[src/hdl/tisled_pkg.sv]
// ----------------------------------------------------------------------------
// tisled_pkg
// Shared constants for the tilt position core with idle sweep.
// ----------------------------------------------------------------------------
package tisled_pkg;

	localparam int STEP_FRACTION_BITS_DEF = 8;
	localparam int MAX_PIXELS             = 255;

	localparam int TILT_W    = 16;
	localparam int CFG_W     = 16;
	localparam int CFG_ADDR_W = 2;
	localparam int ELAPSED_W = 17;
	localparam int PIXEL_W   = 8;
	localparam int OUT_POS_W = 16;
	localparam int BASE_W    = 8;

	localparam logic [CFG_ADDR_W-1:0] REG_PIXEL_COUNT   = 2'd0;
	localparam logic [CFG_ADDR_W-1:0] REG_NOISE_BAND    = 2'd1;
	localparam logic [CFG_ADDR_W-1:0] REG_HOLD_TICKS    = 2'd2;
	localparam logic [CFG_ADDR_W-1:0] REG_STATIC_PERIOD = 2'd3;

	localparam logic [PIXEL_W-1:0] PIXEL_COUNT_RST   = 8'd60;
	localparam logic [CFG_W-1:0]   NOISE_BAND_RST    = 16'd256;
	localparam logic [CFG_W-1:0]   HOLD_TICKS_RST    = 16'd10000;
	localparam logic [CFG_W-1:0]   STATIC_PERIOD_RST = 16'd83;

	localparam logic [ELAPSED_W-1:0] ELAPSED_MAX = '1;

	localparam logic ACTION_TICK   = 1'b0;
	localparam logic ACTION_SAMPLE = 1'b1;

endpackage

[src/hdl/tilt_idle_sweep_led_position_core.sv]
// ----------------------------------------------------------------------------
// tilt_idle_sweep_led_position_core
// Turns tilt samples and millisecond ticks into an LED strip position.
//
// The input stream carries one word per tick or tilt sample; s_tuser says
// which. A tick advances the stillness and step counters and gives no output
// word. A sample is offset by half the strip range and clamped, then either
// shown directly or, after the strip has been still for longer than the hold
// time, replaced by a sweep position that bounces end to end one pixel step
// per static period. Each sample gives exactly one output word.
// Words pass an input register and then an output register, and one word is
// accepted every cycle while the output is taken. When the receiver stalls,
// the output register holds and the input register fills, after which
// s_tready drops; ticks keep flowing past a held output. Configuration is
// written through cfg_we, cfg_addr and cfg_data; the user must write it only
// while the stream is idle, as the block does not enforce this. Reset clears
// the position, sweep position and counters and loads the default register values.
// ----------------------------------------------------------------------------
module tilt_idle_sweep_led_position_core
	import tisled_pkg::*;
#(
	parameter int STEP_FRACTION_BITS = STEP_FRACTION_BITS_DEF
) (
	input  logic                  clk,
	input  logic                  arst_n,
	input  logic                  s_tvalid,
	output logic                  s_tready,
	input  logic [15:0]           s_tdata,  // [15:0] tilt
	input  logic                  s_tuser,  // [0] action
	output logic                  m_tvalid,
	input  logic                  m_tready,
	output logic [23:0]           m_tdata,  // [15:0] shown_position, [23:16] base_index
	output logic [1:0]            m_tuser,  // [0] update_needed, [1] idle_mode
	input  logic                  cfg_we,
	input  logic [CFG_ADDR_W-1:0] cfg_addr,
	input  logic [CFG_W-1:0]      cfg_data
);

	localparam int POS_W = PIXEL_W + STEP_FRACTION_BITS;
	localparam int SUM_W = ((POS_W > TILT_W) ? POS_W : TILT_W) + 2;

	logic [PIXEL_W-1:0]   pixel_count_q;
	logic [CFG_W-1:0]     noise_band_q;
	logic [CFG_W-1:0]     hold_ticks_q;
	logic [CFG_W-1:0]     static_period_q;

	logic                 valid_s1;
	logic                 action_s1;
	logic [TILT_W-1:0]    tilt_s1;

	logic [POS_W-1:0]     last_pos_q;
	logic                 active_q;
	logic [POS_W-1:0]     sweep_pos_q;
	logic                 rising_q;
	logic [ELAPSED_W-1:0] still_q;
	logic [ELAPSED_W-1:0] step_q;

	logic                 out_free;
	logic                 fire;

	logic [PIXEL_W-1:0]   pixels;
	logic [POS_W-1:0]     full;
	logic [POS_W-1:0]     step_size;
	logic signed [SUM_W-1:0] p_sum;
	logic [POS_W-1:0]     pos;
	logic [POS_W-1:0]     diff;
	logic                 in_band;
	logic [POS_W:0]       rise_sum;
	logic [POS_W:0]       base_sum;

	logic [POS_W-1:0]     last_pos_d;
	logic                 active_d;
	logic [POS_W-1:0]     sweep_pos_d;
	logic                 rising_d;
	logic [ELAPSED_W-1:0] still_d;
	logic [ELAPSED_W-1:0] step_d;
	logic                 update;
	logic [POS_W-1:0]     shown;

	assign out_free = !m_tvalid || m_tready;
	assign fire     = valid_s1 && (action_s1 == ACTION_TICK || out_free);
	assign s_tready = !valid_s1 || fire;

	assign pixels    = (pixel_count_q > PIXEL_W'(MAX_PIXELS)) ? PIXEL_W'(MAX_PIXELS)
	                                                          : pixel_count_q;
	assign full      = {pixels, STEP_FRACTION_BITS'(0)};
	assign step_size = POS_W'(1) << STEP_FRACTION_BITS;
	assign p_sum     = signed'({{(SUM_W-TILT_W){tilt_s1[TILT_W-1]}}, tilt_s1})
	                 + signed'(SUM_W'(full >> 1));

	always_comb begin
		if (p_sum[SUM_W-1]) begin
			pos = '0;
		end else if (SUM_W'(p_sum) > SUM_W'(full)) begin
			pos = full;
		end else begin
			pos = p_sum[POS_W-1:0];
		end
		diff     = (pos > last_pos_q) ? pos - last_pos_q : last_pos_q - pos;
		in_band  = SUM_W'(diff) <= SUM_W'(noise_band_q);
		rise_sum = '0;

		last_pos_d  = last_pos_q;
		active_d    = active_q;
		sweep_pos_d = sweep_pos_q;
		rising_d    = rising_q;
		still_d     = still_q;
		step_d      = step_q;
		update      = 1'b0;

		if (action_s1 == ACTION_TICK) begin
			still_d = (still_q == ELAPSED_MAX) ? still_q : still_q + 1'b1;
			step_d  = (step_q == ELAPSED_MAX) ? step_q : step_q + 1'b1;
		end else begin
			if (in_band) begin
				if (!active_q && still_q > {1'b0, hold_ticks_q}) begin
					active_d    = 1'b1;
					sweep_pos_d = last_pos_q;
				end
			end else begin
				active_d = 1'b0;
				still_d  = '0;
			end
			if (!active_d) begin
				update = 1'b1;
			end else if (step_q > {1'b0, static_period_q}) begin
				step_d = '0;
				update = 1'b1;
			end
			if (!active_d) begin
				last_pos_d = pos;
			end else if (update) begin
				if (rising_q) begin
					rise_sum = {1'b0, sweep_pos_d} + {1'b0, step_size};
					if (rise_sum > {1'b0, full}) begin
						sweep_pos_d = full;
						rising_d    = 1'b0;
					end else begin
						sweep_pos_d = rise_sum[POS_W-1:0];
					end
				end else if (sweep_pos_d < step_size) begin
					sweep_pos_d = '0;
					rising_d    = 1'b1;
				end else begin
					sweep_pos_d = sweep_pos_d - step_size;
				end
			end
		end
		shown    = active_d ? sweep_pos_d : pos;
		base_sum = {1'b0, shown} + ((POS_W+1)'(1) << (STEP_FRACTION_BITS - 1));
	end

	always_ff @(posedge clk or negedge arst_n) begin
		if (!arst_n) begin
			pixel_count_q   <= PIXEL_COUNT_RST;
			noise_band_q    <= NOISE_BAND_RST;
			hold_ticks_q    <= HOLD_TICKS_RST;
			static_period_q <= STATIC_PERIOD_RST;
		end else if (cfg_we) begin
			unique case (cfg_addr)
				REG_PIXEL_COUNT:   pixel_count_q   <= cfg_data[PIXEL_W-1:0];
				REG_NOISE_BAND:    noise_band_q    <= cfg_data;
				REG_HOLD_TICKS:    hold_ticks_q    <= cfg_data;
				REG_STATIC_PERIOD: static_period_q <= cfg_data;
				default: ;
			endcase
		end
	end

	always_ff @(posedge clk or negedge arst_n) begin
		if (!arst_n) begin
			valid_s1 <= 1'b0;
		end else if (s_tready) begin
			valid_s1 <= s_tvalid;
		end
	end

	always_ff @(posedge clk) begin
		if (s_tready && s_tvalid) begin
			action_s1 <= s_tuser;
			tilt_s1   <= s_tdata;
		end
	end

	always_ff @(posedge clk or negedge arst_n) begin
		if (!arst_n) begin
			last_pos_q  <= '0;
			active_q    <= 1'b0;
			sweep_pos_q <= '0;
			rising_q    <= 1'b1;
			still_q     <= '0;
			step_q      <= '0;
		end else if (fire) begin
			last_pos_q  <= last_pos_d;
			active_q    <= active_d;
			sweep_pos_q <= sweep_pos_d;
			rising_q    <= rising_d;
			still_q     <= still_d;
			step_q      <= step_d;
		end
	end

	always_ff @(posedge clk or negedge arst_n) begin
		if (!arst_n) begin
			m_tvalid <= 1'b0;
		end else if (out_free) begin
			m_tvalid <= fire && action_s1 == ACTION_SAMPLE;
		end
	end

	always_ff @(posedge clk) begin
		if (out_free && fire && action_s1 == ACTION_SAMPLE) begin
			m_tdata <= {base_sum[STEP_FRACTION_BITS +: BASE_W], OUT_POS_W'(shown)};
			m_tuser <= {active_d, update};
		end
	end

	// Outside idle mode every sample asks for a redraw.
	a_redraw_when_tracking: assert property (@(posedge clk) disable iff (!arst_n)
		(m_tvalid && !m_tuser[1]) |-> m_tuser[0])
		else $error("sample outside idle mode without redraw");

	// A tick never produces an output word.
	a_tick_silent: assert property (@(posedge clk) disable iff (!arst_n)
		(valid_s1 && action_s1 == ACTION_TICK && !m_tvalid) |=> !m_tvalid)
		else $error("tick produced an output word");

	// The step counter only counts up or restarts from zero.
	a_step_monotonic: assert property (@(posedge clk) disable iff (!arst_n)
		(step_q < $past(step_q)) |-> (step_q == '0))
		else $error("step counter moved backwards");

endmodule
[config.mk]
export PLATFORM = sky130hd
export DESIGN_NAME = tilt_idle_sweep_led_position_core
export DESIGN_NICKNAME = d
export VERILOG_FILES = /design/src/hdl/tisled_pkg.sv /design/src/hdl/tilt_idle_sweep_led_position_core.sv
export SDC_FILE = /design/constraint.sdc
export NUM_CORES = 1
export LEC_CHECK = 0
export ABC_AREA = 0
export BUFFER_PORTS_ARGS = -buffer_cell sky130_fd_sc_hd__buf_2
export CAP_MARGIN = 25
export CORE_ASPECT_RATIO = 1.4
export CORE_MARGIN = 3
export CORE_UTILIZATION = 64
export CTS_BUF_LIST = sky130_fd_sc_hd__clkbuf_4
export DETAILED_ROUTE_END_ITERATION = 7
export PLACE_DENSITY = 0.83
export SLEW_MARGIN = 20
export SYNTH_ARGS = -nofsm -noshare
export SYNTH_HDL_FRONTEND = slang
export SYNTH_SLANG_ARGS = --single-unit
[constraint.sdc]
create_clock -name clk -period 15.41 [get_ports clk]
set_clock_uncertainty 0.2 [all_clocks]
set_input_delay 2.3115 -clock clk [delete_from_list [all_inputs] [get_ports clk]]
set_output_delay 2.3115 -clock clk [all_outputs]
set_load 0.005 [all_outputs]
---- Yosys cells after proc, flatten, opt, wreduce, memory -nomap -nowiden ----
Index checks and enable logic that the tools add are counted.
cells by class
  add/subtract/negate cells ............... 8
  $lt $le $gt $ge ......................... 8
  equal/unequal tests ..................... 10
  multiplexer cells ....................... 31
  bitwise gates (word level) .............. 2
  reduce and logical (&&, ||, !) cells .... 21
operators by type and width
  operator                                              number
  2-to-1 mux 16 bit                                     13
  2-to-1 mux 17 bit                                     7
  greater-than comparator 17 x 16 -> 1 bit              3
  adder 17 x 1 -> 17 bit, second input constant         2
  == test 17 bit, second input constant                 2
  subtractor 16 bit                                     2
  greater-than comparator 18 x 16 -> 1 bit              1
  adder 16 x 16 -> 17 bit                               1
  adder 16 x 9 -> 17 bit, second input constant         1
  adder 16 x 8 -> 16 bit, second input constant         1
  greater-than comparator 16 bit                        1
  less-or-equal comparator 16 bit                       1
  < comparator 16 x 9 -> 1 bit, second input constant   1
  subtractor 16 x 9 -> 16 bit, second input constant    1
  2-to-1 mux 1 bit                                      10
  greater-than comparator 8 bit, second input constant  1
  2-to-1 mux 8 bit                                      1
  AND reduction 2 bit                                   4
  AND reduction 4 bit                                   2
  logical AND 1 bit                                     6
  != test 2 bit, second input constant                  3
  AND reduction 3 bit                                   2
  == test 2 bit, second input constant                  2
  != test 2 x 1 -> 1 bit, second input constant         2
  other kinds (5)                                       10
storage, ports and cells
  register bits after elaboration ......... 169
  output and inout port bits .............. 28
  logic and storage cells ................. 97

---- Longest topological paths before layout ----
Gate-level depths: netlist of run 1.
  word-level depth ........................ 20
  gate-level depth with buffers ........... 65
  mapped depth without buffers ............ 61

---- Worst setup path before layout of run 1 ----
No wires, ideal clock.
  path kind ............................... register to register
  start ................................... register pixel_count_q[0]
  end ..................................... register m_tdata[21], data pin
  setup time .............................. 0.262 ns
  arrival time ............................ 12.437 ns
  required time ........................... 14.948 ns
  slack ................................... 2.511 ns
  stages on the path, launching flop included .. 64
  path buffers ............................ 6
  clock period less this slack ............ 12.899 ns
  path through ............................ dfrtp_1 ha_1 inv_1 fa_1 nor2b_1 o21ai_0 a21boi_0 o21ai_0 a21boi_0 o21a_1 nor2_1 xnor2_1 ha_1 nand4b_1 o311ai_0 o21ai_0 clkbuf_1 nor2_1 [... 28 more ...] nand3_1 nor2_1 xnor2_1 mux2i_1 ha_1 nand4_1 nor4_1 a2111oi_0 nor3_2 o2111a_1 a211oi_4 o21ai_1 a21o_1 a221o_1 a21boi_0 ha_1 nor3b_2 xor2_1
between the ends
  word-level cells in the longest chain between the ends .. 20
  elaborated cells on any way between the ends .. 30
RTL lines
  what                                                                 line                                      source
  start, declared                                                      tilt_idle_sweep_led_position_core.sv:42   logic [PIXEL_W-1:0] pixel_count_q;
  start signal, assigned                                               tilt_idle_sweep_led_position_core.sv:161  REG_PIXEL_COUNT: pixel_count_q <= cfg_data[PIXEL_W-1:0];
  greater-than comparator 8 bit                                        tilt_idle_sweep_led_position_core.sv:84   assign pixels = (pixel_count_q > PIXEL_W'(MAX_PIXELS)) ? PIXEL_W'(MAX_PIXELS)
  2-to-1 mux 8 bit *                                                   tilt_idle_sweep_led_position_core.sv:84
  adder 16 x 16 -> 17 bit                                              tilt_idle_sweep_led_position_core.sv:89   + signed'(SUM_W'(full >> 1));
  greater-than comparator 18 x 16 -> 1 bit                             tilt_idle_sweep_led_position_core.sv:94   end else if (SUM_W'(p_sum) > SUM_W'(full)) begin
  2-to-1 mux 16 bit                                                    tilt_idle_sweep_led_position_core.sv:94
  2-to-1 mux 16 bit *                                                  tilt_idle_sweep_led_position_core.sv:92   if (p_sum[SUM_W-1]) begin
  net pos[2]                                                           tilt_idle_sweep_led_position_core.sv:65   logic [POS_W-1:0] pos;
  subtractor 16 bit or greater-than comparator 16 bit (tied branches)  tilt_idle_sweep_led_position_core.sv:99   diff = (pos > last_pos_q) ? pos - last_pos_q : last_pos_q - pos;
  [... 7 more ...]                                                     -
  2-to-1 mux 16 bit                                                    tilt_idle_sweep_led_position_core.sv:133  if (rising_q) begin
  2-to-1 mux 16 bit                                                    tilt_idle_sweep_led_position_core.sv:132  end else if (update) begin
  2-to-1 mux 16 bit                                                    tilt_idle_sweep_led_position_core.sv:130  if (!active_d) begin
  2-to-1 mux 16 bit                                                    tilt_idle_sweep_led_position_core.sv:111  if (action_s1 == ACTION_TICK) begin
  2-to-1 mux 16 bit *                                                  tilt_idle_sweep_led_position_core.sv:149  shown = active_d ? sweep_pos_d : pos;
  net shown[7]                                                         tilt_idle_sweep_led_position_core.sv:78   logic [POS_W-1:0] shown;
  adder 16 x 8 -> 16 bit *                                             tilt_idle_sweep_led_position_core.sv:150  base_sum = {1'b0, shown} + ((POS_W+1)'(1) << (STEP_FRACTION_BITS - 1));
  net base_sum[13]                                                     tilt_idle_sweep_led_position_core.sv:69   logic [POS_W:0] base_sum;
  end signal, assigned                                                 tilt_idle_sweep_led_position_core.sv:213  m_tdata <= {base_sum[STEP_FRACTION_BITS +: BASE_W], OUT_POS_W'(shown)};
  end, declared                                                        tilt_idle_sweep_led_position_core.sv:32   output logic [23:0] m_tdata,
Mark *: on every way through the listed nets, which the timed path passes. The rest lies on a longest branch. The select of a mux whose other input is x is not followed.
A chain may end at the register's enable or synchronous reset.

---- Worst setup path after layout of run 1 ----
Same ends and word-level chain as after synthesis.

==> results of run 1 <==
-- flip-flops by register name (all words and copies together), names as in the netlist, 2 cells and up --
name,cells
sweep_pos_q,16
tilt_s1,16
last_pos_q,16
hold_ticks_q,16
static_period_q,16
noise_band_q,16
m_tuser,2
still_q,17
step_q,17
m_tdata,24
pixel_count_q,8
-- through the flow --
stage / worst slack, ns / std cells
2_1_floorplan: 2.51 / 1251
3_3_place_gp: 1.56 / 1527
3_5_place_dp: 1.05 / 1527
4_1_cts: 0.998 / 1559
5_1_grt: 0.0399 / 1560
6_report: 1.12 / 1560
-- worst max-delay path, delay by kind of cell, from the launching register on --
| family | cells | cell delay (ns) |
|---|---|---|
| xor+xnor | 4 | 0.68 |
| fa+ha+maj | 8 | 2.39 |
| flops | 1 | 0.47 |
| buf+inv | 5 | 0.80 |
| compound gates | 27 | 6.75 |
| mux | 2 | 0.61 |
| simple gates | 11 | 2.14 |
-- power breakdown --
group	leakage [nW]	switching (mW)	total, mW	internal (mW)
Sequential	1.97	0.131	0.707	0.576
Combinational	3.77	1.04	1.74	0.693
Clock	0.156	0.174	0.261	0.0871
Total	5.90	1.35	2.71	1.36
-- area by class of cell --
class,count,area [um2]
Antenna cell,1,2.50
Clock buffer,17,128
Clock inverter,15,153
Fill cell,1371,5380
Inverter,112,420
Multi-Input combinational cell,928,6800
Sequential cell,169,4460
Tap cell,240,300
Timing Repair Buffer,78,420
-- worst min path at each step --
stage | cells past startpoint | slack (ns) | end
after floorplan | 1 | 0.28 | hold_ticks_q[11]
after global placement | 1 | 0.29 | static_period_q[9]
after detailed placement | 1 | 0.30 | static_period_q[14]
after CTS | 1 | 0.33 | static_period_q[14]
after global routing | 1 | 0.34 | noise_band_q[1]
final | 1 | 0.33 | noise_band_q[5]
-- routing by layer --
layer / vias to the layer above / part of all wire, % / GRT usage [%]
met5: - / 0 / 0
met4: 0 / 7.5 / 21.1
met3: 144 / 6.9 / 5.13
met2: 467 / 48 / 52.6
met1: 4727 / 38 / 38.2
li1: 4611 / - / -
-- cells by family after synthesis --
logic type | count (synthesis) | synth area share [%]
multiplexers | 96 | 8.81
buffers and inverters | 154 | 5.17
adder cells (fa/ha/maj) | 113 | 12.1
flip-flops | 169 | 37.6
XOR/XNOR | 61 | 4.50
AND/OR/NAND/NOR | 386 | 16.1
AO/OA/AOI/OAI | 272 | 15.7
-- what timing repair did --
item	4_1_cts	5_1_grt
hold buffers	0	0
resized for setup	0	4
endpoints found under the setup margin	0	7
hold endpoints to repair	0	0
-- cell usage in the layout (no fill, tap or decap), types with 31 or more instances in the layout --
cell type / netlist / final
dfrtp_1: 111 / 111
mux2_2: 63 / 63
inv_1: 109 / 109
o21ai_0: 63 / 63
ha_1: 110 / 110
edfxtp_1: 43 / 43
mux2i_1: 32 / 31
nand3_1: 38 / 38
a21oi_1: 68 / 68
xor2_1: 34 / 34
buf_2: 7 / 66
nor2_1: 88 / 87
nand2_1: 125 / 125
==> results.sh, run 1 <==
export IMPL_p_total_mw=2.71
export IMPL_synth_async_reset_ratio_pct=74.6
export IMPL_rows=58
export IMPL_numCtsBuffers=17
export IMPL_crit_end="m_tdata[21]"
export IMPL_cts_setup_buffers=0
export IMPL_antenna_found_initial=1
export IMPL_synthCells=1251
export IMPL_slowest_stage="nor4_2"
export IMPL_drive_gt1_share_pct=17.3
export IMPL_grtUsageTotal_pct=31.9
export IMPL_die_width_um=121
export IMPL_slowest_delay_ns=0.81
export IMPL_synth_edf_count=43
export IMPL_design_area_um2=12700
export IMPL_syn_nets=1404
export IMPL_ioPinCount=68
export IMPL_place_hpwl_um=24200
export IMPL_first_global_vias=9799
export IMPL_setup_viol=0
export IMPL_fmax_mhz=70.0
export IMPL_htree_num_levels=4
export IMPL_crit_path_max_fanout=15
export IMPL_worstPathRequired_ns=15.55
export IMPL_avgViaCountPerCell=6.38
export IMPL_arrival_ns=14.43
export IMPL_cts_num_sinks=169
export IMPL_r2r_slack_ns=1.12
export IMPL_synth_ff_type="dfrtp_1"
export IMPL_postLayoutCoreUtil_pct=70.2
export IMPL_worstSkewPairLatency_ns=0.58
export IMPL_r2r_end="m_tdata[21]"
export IMPL_vias=9949
export IMPL_drtIter0Drc=838
export IMPL_cp_startpoint="pixel_count_q[0]"
export IMPL_grt_first_pass_wirelength_um=50500
export IMPL_tns_ns=0
export IMPL_seq_area_frac_synth_pct=37.6
export IMPL_period_share_pct=92.7
export IMPL_yosys_top_cells_area="dfrtp_1, ha_1, edfxtp_1, mux2_2, nand2_1"
export IMPL_die_h_um=167
export IMPL_cts_tree="built"
export IMPL_ys_seq_elements=169
export IMPL_start_util_pct=65.6
export IMPL_clock_path_buffers=2
export IMPL_ant_nets=0
export IMPL_hp_class="flop to flop"
export IMPL_rsz0062_at_grt="false"
export IMPL_hold_viol=0
export IMPL_worstSetupPathType="flop to flop"
export IMPL_yosysMostFrequentCell="nand2_1"
export IMPL_core_area_um2=18100
export IMPL_final_nets=1459
export IMPL_fin_hold_ws_ns=0.325
export IMPL_r2r_start="pixel_count_q[0]"
export IMPL_grt_ovfl_total=0
export IMPL_p_leak_nw=5.90
export IMPL_place_area_um2=12400
export IMPL_p_per_area_nw_per_um2=213
export IMPL_wl_um=31800
export IMPL_grt_max_degree=69
export IMPL_synth_distinct_cells=95
export IMPL_die_area_um2=20200
export IMPL_synth_area_um2=11900
export IMPL_port_buffers=67
export IMPL_cts_root_buf="clkbuf_4"
export IMPL_synth_common_cells="nand2_1, dfrtp_1, ha_1"
export IMPL_cpMostUsedCell="ha_1"
export IMPL_tightest_slew_ns=0.908
export IMPL_hp_start="noise_band_q[5]"
export IMPL_outcome="complete, no violations"
export IMPL_synth_avg_cell_area_um2=9.48
export IMPL_cap_violations=0
export IMPL_area_delta_synth_final_pct=6.99
export IMPL_clk_pin_slew_ns=0.16
export IMPL_place_congestion=1.02
export IMPL_dr_pass1_iters=6
export IMPL_yosys_area_top_type="dfrtp_1"
export IMPL_r2r_cells=57
export IMPL_yosysWarnings=0
export IMPL_slew_headroom_pct=39.0
export IMPL_wl_per_cell_um=20.4
export IMPL_end_kind="flop"
export IMPL_route_detailed_drc=0
export IMPL_cp_start_kind="flop"
export IMPL_yosysTopAreaCellShare_pct=23.4
export IMPL_report_final_slew_viol_count=0
export IMPL_ir_drop_v=0.000102
export IMPL_min_period_ns=14.29
(Power assumes the default switching activity.)
==> run 2, diff against run 1 <==
Settings changed: CELL_PAD_IN_SITES_DETAIL_PLACEMENT from default to 1, CELL_PAD_IN_SITES_GLOBAL_PLACEMENT from default to 1, CORE_UTILIZATION 64 to 50.
==> results.sh, run 2 (synthesis results as in run 1) <==
export IMPL_tightest_slew_ns=0.939
export IMPL_cpMostUsedCell="ha_1"
export IMPL_outcome="complete, no violations"
export IMPL_drtIter0Drc=580
export IMPL_path_delay_family="compound AO/OA/AOI/OAI gates"
export IMPL_grtUsageTotal_pct=29.6
export IMPL_ant_nets=0
export IMPL_arrival_ns=14.57
export IMPL_met3_length_um=1600
export IMPL_layout_commonest_cell="nand2_1"
export IMPL_cts_tree="built"
export IMPL_report_final_slew_viol_count=0
export IMPL_fmax_mhz=69.6
export IMPL_crit_path_max_fanout=11
export IMPL_rows=66
export IMPL_path_buf_inv=4
export IMPL_grt_first_pass_wirelength_um=58500
export IMPL_maxUsedRoutingLayer="met4"
export IMPL_core_area_um2=23300
export IMPL_area_delta_synth_final_pct=9.18
export IMPL_reg_top3="m_tdata (24), step_q (17), still_q (17)"
export IMPL_layout_common_cells="nand2_1, dfrtp_1, ha_1"
export IMPL_clk_pin_slew_ns=0.16
export IMPL_clock_path_buffers=2
export IMPL_route_detailed_drc=0
export IMPL_p_per_area_nw_per_um2=222
export IMPL_tns_ns=0
export IMPL_largest_reg_flops=24
export IMPL_cp_start_kind="flop"
export IMPL_final_nets=1468
export IMPL_hp_class="flop to flop"
export IMPL_first_global_vias=10650
export IMPL_grt_max_degree=78
export IMPL_p_leak_nw=5.99
export IMPL_die_h_um=188
export IMPL_min_period_ns=14.36
export IMPL_setup_viol=0
export IMPL_wl_per_cell_um=23.2
export IMPL_top_register="m_tdata"
export IMPL_slowest_stage="or4_4"
export IMPL_slew_headroom_pct=36.9
export IMPL_wl_met2_um=19500
export IMPL_cts_num_sinks=169
export IMPL_postCtsHoldBufs=0
export IMPL_hold_viol=0
export IMPL_fillers=2675
export IMPL_place_hpwl_um=29100
export IMPL_die_width_um=136
export IMPL_drive_gt1_share_pct=17.9
export IMPL_numCtsBuffers=17
export IMPL_avgViaCountPerCell=6.17
export IMPL_period_share_pct=93.2
export IMPL_start_util_pct=50.9
export IMPL_htree_num_levels=4
export IMPL_end_kind="flop"
export IMPL_slowest_delay_ns=0.60
export IMPL_fin_cells=1635
export IMPL_dr_pass1_iters=5
export IMPL_wl_um=37900
export IMPL_rsz0062_at_grt="false"
export IMPL_grt_ovfl_total=0
export IMPL_port_buffers=67
export IMPL_worstPathRequired_ns=15.62
export IMPL_worstSetupPathType="flop to flop"
export IMPL_dp_cells=1596
export IMPL_cap_violations=0
export IMPL_die_area_um2=25600
export IMPL_vias=10084
export IMPL_ioPinCount=68
export IMPL_antenna_found_initial=2
export IMPL_worstSkewPairLatency_ns=0.63
export IMPL_drt_met1_wl_um=14400
export IMPL_ir_drop_v=0.000104
export IMPL_cts_root_buf="clkbuf_4"
export IMPL_place_congestion=0.997
run 2: final timing paths:
kind,slack (ns),from,endpoint,cells past startpoint
setup / recovery,1.05,pixel_count_q[0],m_tdata[21],59
hold / removal,0.32,hold_ticks_q[11],hold_ticks_q[11],1
setup reg to reg,1.05,pixel_count_q[0],m_tdata[21],59
hold reg to reg,0.32,hold_ticks_q[11],hold_ticks_q[11],1
max in group asynchronous,12.33,arst_n,pixel_count_q[4],3
min in group asynchronous,1.47,arst_n,noise_band_q[10],1
run 2: per-stage QoR:
step | power [mW] | setup slack, ns | hold WS, ns | util (%) | area, um2
floorplan | 1.95 | 2.51 | 0.279 | - | 11900
global placement | 2.41 | 0.964 | 0.288 | 53.7 | 12500
detailed placement | 2.47 | 0.373 | 0.294 | 53.7 | 12500
CTS | 2.80 | 0.304 | 0.328 | 55.2 | 12900
global route | 3.10 | 0.0310 | 0.343 | 55.6 | 12900
finish | 2.87 | 1.05 | 0.324 | 55.6 | 12900
run 2: cell type report:
cell class	count	area (um2)	share of cell area, %
diodes	1	2.50	0.0193
clock buffers	18	135	1.04
clock inverters	14	208	1.60
inverters	112	420	3.25
multi-input cells	929	6840	52.8
flip-flops and latches	169	4460	34.5
well taps	306	383	2.96
repair buffers	86	500	3.86
run 2: power by group:
group          total, mW  internal [mW]  switching (mW)
clock              0.313          0.135           0.177
sequential         0.712          0.577           0.136
combinational       1.85          0.731            1.12
total               2.87           1.44            1.43
run 2: routing by layer:
layer  vias up  GRT usage (%)
li1       4608              -
met1      5020           33.4
met2       322           52.5
met3       134           4.14
met4         0           17.3
met5         -              0
run 2: timing repair:
action,CTS,global route
gates resized for setup,0,7
endpoints found under the setup margin,0,26
setup buffers,0,4
==> run 3, diff against run 2 <==
Clock period 15.41 ns to 16.1 ns, I/O delays scaled along.
==> results.sh, run 3 (synthesis results as in run 1) <==
export IMPL_ir_drop_v=0.0000963
export IMPL_p_per_area_nw_per_um2=206
export IMPL_wl_met2_um=19500
export IMPL_maxUsedRoutingLayer="met5"
export IMPL_setup_viol=0
export IMPL_avgViaCountPerCell=6.11
export IMPL_slowest_stage="a2111oi_0"
export IMPL_cts_setup_buffers=0
export IMPL_p_leak_nw=5.91
export IMPL_cp_start_kind="flop"
export IMPL_ant_nets=0
export IMPL_place_area_um2=12500
export IMPL_largest_reg_flops=24
export IMPL_tns_ns=0
export IMPL_clk_pin_slew_ns=0.14
export IMPL_start_util_pct=50.9
export IMPL_drive_gt1_share_pct=17.5
export IMPL_reg_top3="m_tdata (24), step_q (17), still_q (17)"
export IMPL_grtUsageTotal_pct=29.7
export IMPL_worstSkewPairLatency_ns=0.60
export IMPL_clock_path_buffers=2
export IMPL_route_detailed_drc=0
export IMPL_antenna_found_initial=2
export IMPL_cts_root_buf="clkbuf_4"
export IMPL_vias=9955
export IMPL_ioPinCount=68
export IMPL_crit_path_max_fanout=21
export IMPL_die_area_um2=25600
export IMPL_postCtsHoldBufs=0
export IMPL_outcome="complete, no violations"
export IMPL_path_delay_family="compound AO/OA/AOI/OAI gates"
export IMPL_wl_per_cell_um=22.9
export IMPL_rows=66
export IMPL_slowest_delay_ns=0.62
export IMPL_worstSetupPathType="flop to flop"
export IMPL_grt_ovfl_total=0
export IMPL_postLayoutCoreUtil_pct=55.0
export IMPL_layout_common_cells="nand2_1, dfrtp_1, ha_1"
export IMPL_worstPathRequired_ns=16.26
export IMPL_min_period_ns=14.85
export IMPL_place_hpwl_um=29000
export IMPL_fillers=2720
export IMPL_port_buffers=67
export IMPL_numCtsBuffers=17
export IMPL_dr_pass1_iters=7
export IMPL_slew_headroom_pct=34.9
export IMPL_cts_resized=0
export IMPL_fmax_mhz=67.3
export IMPL_die_width_um=136
export IMPL_grt_first_pass_wirelength_um=58500
export IMPL_die_h_um=188
export IMPL_rsz0062_at_grt="false"
export IMPL_met3_length_um=1660
export IMPL_hold_viol=0
export IMPL_hp_class="flop to flop"
export IMPL_grt_max_degree=77
export IMPL_top_register="m_tdata"
export IMPL_period_share_pct=92.2
export IMPL_htree_num_levels=4
export IMPL_core_area_um2=23300
export IMPL_wl_um=37300
export IMPL_report_final_slew_viol_count=0
export IMPL_cap_violations=0
export IMPL_dp_cells=1595
export IMPL_cts_tree="built"
export IMPL_area_delta_synth_final_pct=7.92
export IMPL_layout_commonest_cell="nand2_1"
export IMPL_design_area_um2=12800
export IMPL_place_congestion=0.993
export IMPL_tightest_slew_ns=0.969
export IMPL_end_kind="flop"
export IMPL_first_global_vias=10699
export IMPL_cts_num_sinks=169
export IMPL_path_buf_inv=5
export IMPL_fin_cells=1629
export IMPL_arrival_ns=15.01
export IMPL_cpMostUsedCell="ha_1"
export IMPL_drtIter0Drc=576
export IMPL_drt_met1_wl_um=14300
export IMPL_final_nets=1462
run 3: cell types whose count changed in the layout (fill, tap and decap cells not counted), moves of 2 or more:
cell | before | now
buf_4 | 19 | 14
bufinv_16 | 4 | 1
clkbuf_4 | 18 | 21
clkinv_2 | 1 | 3
inv_6 | 5 | 1
run 3: stage by stage:
| stage | setup slack, ns | power, mW | hold WS, ns |
|---|---|---|---|
| floorplan | 3.20 | 1.87 | 0.279 |
| global placement | 1.68 | 2.30 | 0.289 |
| detailed placement | 1.12 | 2.37 | 0.298 |
| CTS | 1.03 | 2.63 | 0.330 |
| global route | 0.0198 | 2.85 | 0.337 |
| finish | 1.25 | 2.64 | 0.326 |
run 3: routing by layer:
| layer | GRT usage, % | vias to the layer above |
|---|---|---|
| met2 | 52.6 | 321 |
| met4 | 15.6 | 2 |
| met3 | 4.19 | 102 |
| met1 | 34.3 | 4934 |
| li1 | - | 4596 |
| met5 | 0 | - |
run 3: area by class of cell:
class                      count  area, um2  share of cell area [%]
clock buffer                  21        158                    1.23
multi-input combinational    928       6810                    53.2
clock inverter                11       98.8                   0.772
inverter                     112        420                    3.28
antenna                        1       2.50                  0.0195
timing repair buffer          81        463                    3.62
tap                          306        383                    2.99
sequential                   169       4460                    34.9
run 3: final timing paths:
check / slack [ns] / start / depth (start not counted) / end
setup / recovery: 1.25 / pixel_count_q[0] / 61 / m_tdata[21]
hold / removal: 0.33 / hold_ticks_q[14] / 1 / hold_ticks_q[14]
setup reg to reg: 1.25 / pixel_count_q[0] / 61 / m_tdata[21]
hold reg to reg: 0.33 / hold_ticks_q[14] / 1 / hold_ticks_q[14]
max in group asynchronous: 12.88 / arst_n / 3 / step_q[1]
min in group asynchronous: 1.50 / arst_n / 1 / still_q[15]
run 3: power by group:
group | internal, mW | leakage [nW] | switching (mW)
registers | 0.552 | 1.97 | 0.132
clock network | 0.0839 | 0.144 | 0.158
logic | 0.671 | 3.80 | 1.04
